===== src/sv/ptc_pkg.sv =====
// Shared constants and helpers for the pressure/temperature compensation block.
package ptc_pkg;

  localparam int unsigned DataW    = 64;
  localparam int unsigned HalfW    = DataW / 2;
  localparam int unsigned CoeffW   = 16;
  localparam int unsigned RawW     = 20;
  localparam int unsigned NumRegs  = 8;
  localparam int unsigned AddrW    = 6;

  localparam logic [DataW-1:0] OffsetFine = 64'd128000;
  localparam logic [DataW-1:0] FullScale  = 64'd1048576;
  localparam logic [DataW-1:0] DivScale   = 64'd3125;
  localparam logic [DataW-1:0] DenBias    = 64'h0000_8000_0000_0000;
  localparam logic [31:0]      TempRound  = 32'd128;

  typedef enum logic [2:0] {
    REG_S0_TEMP  = 3'd0,
    REG_S0_PA    = 3'd1,
    REG_S0_PB    = 3'd2,
    REG_S0_NINE  = 3'd3,
    REG_S1_TEMP  = 3'd4,
    REG_S1_PA    = 3'd5,
    REG_S1_PB    = 3'd6,
    REG_S1_NINE  = 3'd7
  } reg_idx_e;

  function automatic logic [DataW-1:0] sext16(logic [CoeffW-1:0] v);
    return {{(DataW-CoeffW){v[CoeffW-1]}}, v};
  endfunction

endpackage


===== src/sv/ptc_mul.sv =====
// Iterative 64x64 multiplier (low 64 bits) built from one 32x32 multiplier.
module ptc_mul (
  input  logic                      clk_i,
  input  logic                      rst_ni,
  input  logic                      start_i,
  input  logic [ptc_pkg::DataW-1:0] a_i,
  input  logic [ptc_pkg::DataW-1:0] b_i,
  output logic                      done_o,
  output logic [ptc_pkg::DataW-1:0] prod_o
);
  import ptc_pkg::*;

  logic [DataW-1:0] a_q, b_q, acc_q, acc_d, prod_q;
  logic [1:0]       cnt_q;
  logic             busy_q, done_q;
  logic [HalfW-1:0] op_a, op_b;

  always_comb begin
    unique case (cnt_q)
      2'd0:    begin op_a = a_q[HalfW-1:0];     op_b = b_q[HalfW-1:0];     end
      2'd1:    begin op_a = a_q[HalfW-1:0];     op_b = b_q[DataW-1:HalfW]; end
      default: begin op_a = a_q[DataW-1:HalfW]; op_b = b_q[HalfW-1:0];     end
    endcase
    unique case (cnt_q)
      2'd0:    acc_d = acc_q;
      2'd1:    acc_d = prod_q;
      default: acc_d = acc_q + {prod_q[HalfW-1:0], {HalfW{1'b0}}};
    endcase
  end

  always_ff @(posedge clk_i or negedge rst_ni) begin
    if (!rst_ni) begin
      busy_q <= 1'b0;
      done_q <= 1'b0;
      cnt_q  <= '0;
      a_q    <= '0;
      b_q    <= '0;
      acc_q  <= '0;
      prod_q <= '0;
    end else begin
      done_q <= 1'b0;
      if (start_i) begin
        a_q    <= a_i;
        b_q    <= b_i;
        cnt_q  <= '0;
        busy_q <= 1'b1;
      end else if (busy_q) begin
        prod_q <= DataW'(op_a) * DataW'(op_b);
        acc_q  <= acc_d;
        cnt_q  <= cnt_q + 2'd1;
        if (cnt_q == 2'd3) begin
          busy_q <= 1'b0;
          done_q <= 1'b1;
        end
      end
    end
  end

  assign done_o = done_q;
  assign prod_o = acc_q;

endmodule


===== config.mk =====
export PLATFORM = sky130hd
export DESIGN_NAME = ptc_mul
export DESIGN_NICKNAME = d
export VERILOG_FILES = /design/src/sv/ptc_pkg.sv /design/src/sv/ptc_mul.sv
export SDC_FILE = /design/constraint.sdc
export NUM_CORES = 2
export LEC_CHECK = 0
export ABC_AREA = 0
export BUFFER_PORTS_ARGS = -buffer_cell sky130_fd_sc_hd__buf_2
export CORE_ASPECT_RATIO = 1.4
export CORE_MARGIN = 8
export CORE_UTILIZATION = 60
export CTS_BUF_LIST = sky130_fd_sc_hd__clkbuf_16
export CTS_CLUSTER_DIAMETER = 200
export CTS_CLUSTER_SIZE = 8
export DETAILED_ROUTE_END_ITERATION = 8
export PLACE_DENSITY = 0.87
export SYNTH_ARGS = -nofsm -noshare
export SYNTH_HDL_FRONTEND = slang
export SYNTH_SLANG_ARGS = --single-unit
export TNS_END_PERCENT = 5

===== constraint.sdc =====
create_clock -name clk_i -period 26.9 [get_ports clk_i]
set_clock_uncertainty 0.1 [all_clocks]
set_input_delay 6.725 -clock clk_i [delete_from_list [all_inputs] [get_ports clk_i]]
set_output_delay 6.725 -clock clk_i [all_outputs]
set_load 0.01 [all_outputs]

==> results.py <==
metrics = {
    "synthesis": {
        "yosysSeqAreaShare_pct": 14.6,
        "synth_ff_type": "dfrtp_1",
        "syn_inst": 4763,
        "netlist_top_cells_area": "fa_1 40%, dfrtp_1 15%, ha_1 8.4%",
        "avgSynthCellArea_um2": 9.37,
        "yosys.area.top_type_share_pct": 40.2,
        "synth-edff-count": 0,
        "synth_common_cells": "897 x fa_1, 895 x inv_1, 645 x nor2_1",
        "syn-cell-area_mm2": 0.0446,
        "synth_seq_cells": 260,
        "synth.most_common_cell": "fa_1",
        "syn-num-nets": 6089,
        "yosysWarnings": 0,
        "ys_types": 84,
        "synth_area_leader_cell": "fa_1",
        "synthArstFlopShare_pct": 100,
    },
    "drt": {
        "route.detailed.drc": 1,
        "wl_met2_um": 69000,
        "highest_layer": "met5",
        "via_per_inst": 6.19,
        "wirelength_um": 152000,
        "wl_per_cell_um": 26.2,
        "vias": 35920,
        "first_iter_violations": 3577,
        "postRouteAntennaNets": 0,
        "first_pass_iters": 9,
        "met3WireLength_um": 20100,
        "met1_length_um": 46700,
    },
    "layout": {
        "layout.nets": 6166,
        "drive_gt1_share_pct": 12.6,
        "fillCellCount": 5748,
        "syn_to_final_growth_pct": 7.02,
    },
    "sta": {
        "setup_viol": 0,
        "post-route-period-util_pct": 38.5,
        "period_minus_slack_ns": 10.36,
        "timing.fmax_ghz": 0.0965,
        "hold_viol_final": 0,
        "rsz0062_at_grt": "no",
        "relSlewSlack_pct": 10.2,
        "worstMarginPinSlew_ns": 1.32,
        "slew_violations": 0,
        "finalSetupTns_ns": 0,
    },
    "cts": {
        "cts_tree": "yes",
        "cts_made_buffers": 38,
        "cts_resized": 0,
        "cts_setup_buffers": 0,
        "clock_latency_ns": 0.59,
        "cts_sinks": 260,
        "root_buffer": "clkbuf_16",
        "clk_pin_slew_ns": 0.05,
        "cts_buffer_depth": 3,
        "cts_hold_buffers": 0,
        "cts_max_level": 2,
    },
    "min_path": {
        "hold_class": "reg -> reg",
    },
    "floorplanning": {
        "die_w_um": 247,
        "num_rows": 118,
        "die_y_um": 339,
        "core_area_mm2": 0.0738,
        "die-area_mm2": 0.0835,
        "initial_core_util_pct": 60.5,
        "ios": 196,
    },
    "worst_setup_path": {
        "critPathSlowestCell": "buf_4",
        "crit_path_end_kind": "register",
        "critPathMostFrequentCell": "fa_1",
        "cp_data_arrival_time_ns": 10.72,
        "worstSetupStartpointType": "register",
        "cpPeakStageDelay_ns": 0.76,
        "critPathKind": "reg -> reg",
        "crit_fanout": 44,
        "worstPathRequired_ns": 27.26,
    },
    "outcome": {
        "violations": "DRC",
        "run_status": "finished, violations left",
    },
    "global_route": {
        "antenna_found_initial": 2,
        "grt_pass1_vias": 39667,
        "grt_usage_pct": 36.9,
        "grt_pass1_wl_um": 231000,
        "overflow": 0,
        "grt_max_degree": 158,
    },
    "place": {
        "port_buffers": 195,
        "hpwl_um": 115000,
        "gp_congestion": 1.02,
    },
    "job": {
        "max_cap_violations": 0,
    },
}
-- area by class of cell --
| type | count | area, µm² | share of cell area [%] |
|---|---|---|---|
| Timing Repair Buffer | 266 | 1540 | 3.22 |
| Tap cell | 960 | 1200 | 2.51 |
| Clock inverter | 5 | 66.3 | 0.139 |
| Antenna cell | 4 | 10.0 | 0.0210 |
| Multi-Input combinational cell | 3378 | 34100 | 71.5 |
| Sequential cell | 260 | 6510 | 13.6 |
| Clock buffer | 38 | 951 | 1.99 |
| Inverter | 896 | 3360 | 7.04 |
-- layout by cell type (no fill, tap or decap), types with 8 or more instances in the layout --
| cell | count |
|---|---|
| nor3_1 | 16 |
| o21bai_1 | 17 |
| nor2b_1 | 8 |
| mux2i_1 | 23 |
| fa_1 | 897 |
| nand3_1 | 24 |
| o211ai_1 | 12 |
| inv_1 | 895 |
| o21a_1 | 14 |
| and2_1 | 9 |
| clkbuf_16 | 38 |
| mux2_2 | 222 |
| xnor2_1 | 40 |
| a21oi_1 | 113 |
| mux2i_2 | 36 |
| o21ai_1 | 13 |
| ha_1 | 297 |
| a211oi_1 | 9 |
| and3_1 | 20 |
| nand4_1 | 30 |
| a31oi_1 | 20 |
| buf_4 | 70 |
| o21ai_0 | 105 |
| xor2_1 | 36 |
| dfrtp_1 | 260 |
| buf_2 | 193 |
| nand2_1 | 606 |
| a21o_1 | 53 |
| nor2_1 | 644 |
-- worst max-delay path: cells and delay by family, from the launching register on --
kind,cells,cell delay (ns)
adders and majority gates,10,4.73
DFF,1,0.47
AOI/OAI and AO/OA,4,1.15
buffers and inverters,7,1.37
and+or+nand+nor,6,1.52
muxes,1,0.76
-- final timing paths --
path | depth (start not counted) | start | end | slack (ns)
setup / recovery | 28 | cnt_q[0] | prod_q[61] | 16.54
hold / removal | 2 | prod_q[34] | prod_q[34] | 0.38
setup reg to reg | 28 | cnt_q[0] | prod_q[61] | 16.54
hold reg to reg | 2 | prod_q[34] | prod_q[34] | 0.38
max in group asynchronous | 2 | rst_ni | prod_q[9] | 19.15
min in group asynchronous | 1 | rst_ni | a_q[25] | 6.12
-- stage by stage --
step	hold slack (ns)	utilization [%]	std cells	cell area, µm²	setup WS [ns]
2_1_floorplan	0.344	-	4763	44600	18.16
3_3_place_gp	0.364	63.3	5760	46700	16.88
3_5_place_dp	0.372	63.3	5760	46700	16.71
4_1_cts	0.385	64.7	5803	47800	16.67
5_1_grt	0.414	64.7	5803	47800	16.20
6_report	0.383	64.7	5807	47800	16.54
-- sequential cells by signal, summed over array words and instances (netlist names) --
name    cells
cnt_q       2
busy_q      1
done_o      1
b_q        64
a_q        64
prod_q     64
prod_o     64
-- routing by layer --
| layer | global-route usage (%) | vias up |
|---|---|---|
| li1 | - | 14695 |
| met1 | 40.3 | 17669 |
| met2 | 57.7 | 2620 |
| met3 | 12.5 | 932 |
| met4 | 30.2 | 4 |
| met5 | 0 | - |
-- cells by family (layout without fill, tap and decap cells) --
kind of cell	Yosys count	after routing	share of synthesized area, %
compound gates	427	427	6.24
flops	260	260	14.6
buf+inv	1125	1205	9.51
mux	290	290	7.13
simple gates	1390	1390	12.5
fa+ha+maj	1195	1195	48.6
other cells	0	4	0
xor+xnor	76	76	1.49
Power is not shown: default switching activity piles up to over one toggle a cycle in this logic, so the estimate is an artifact.
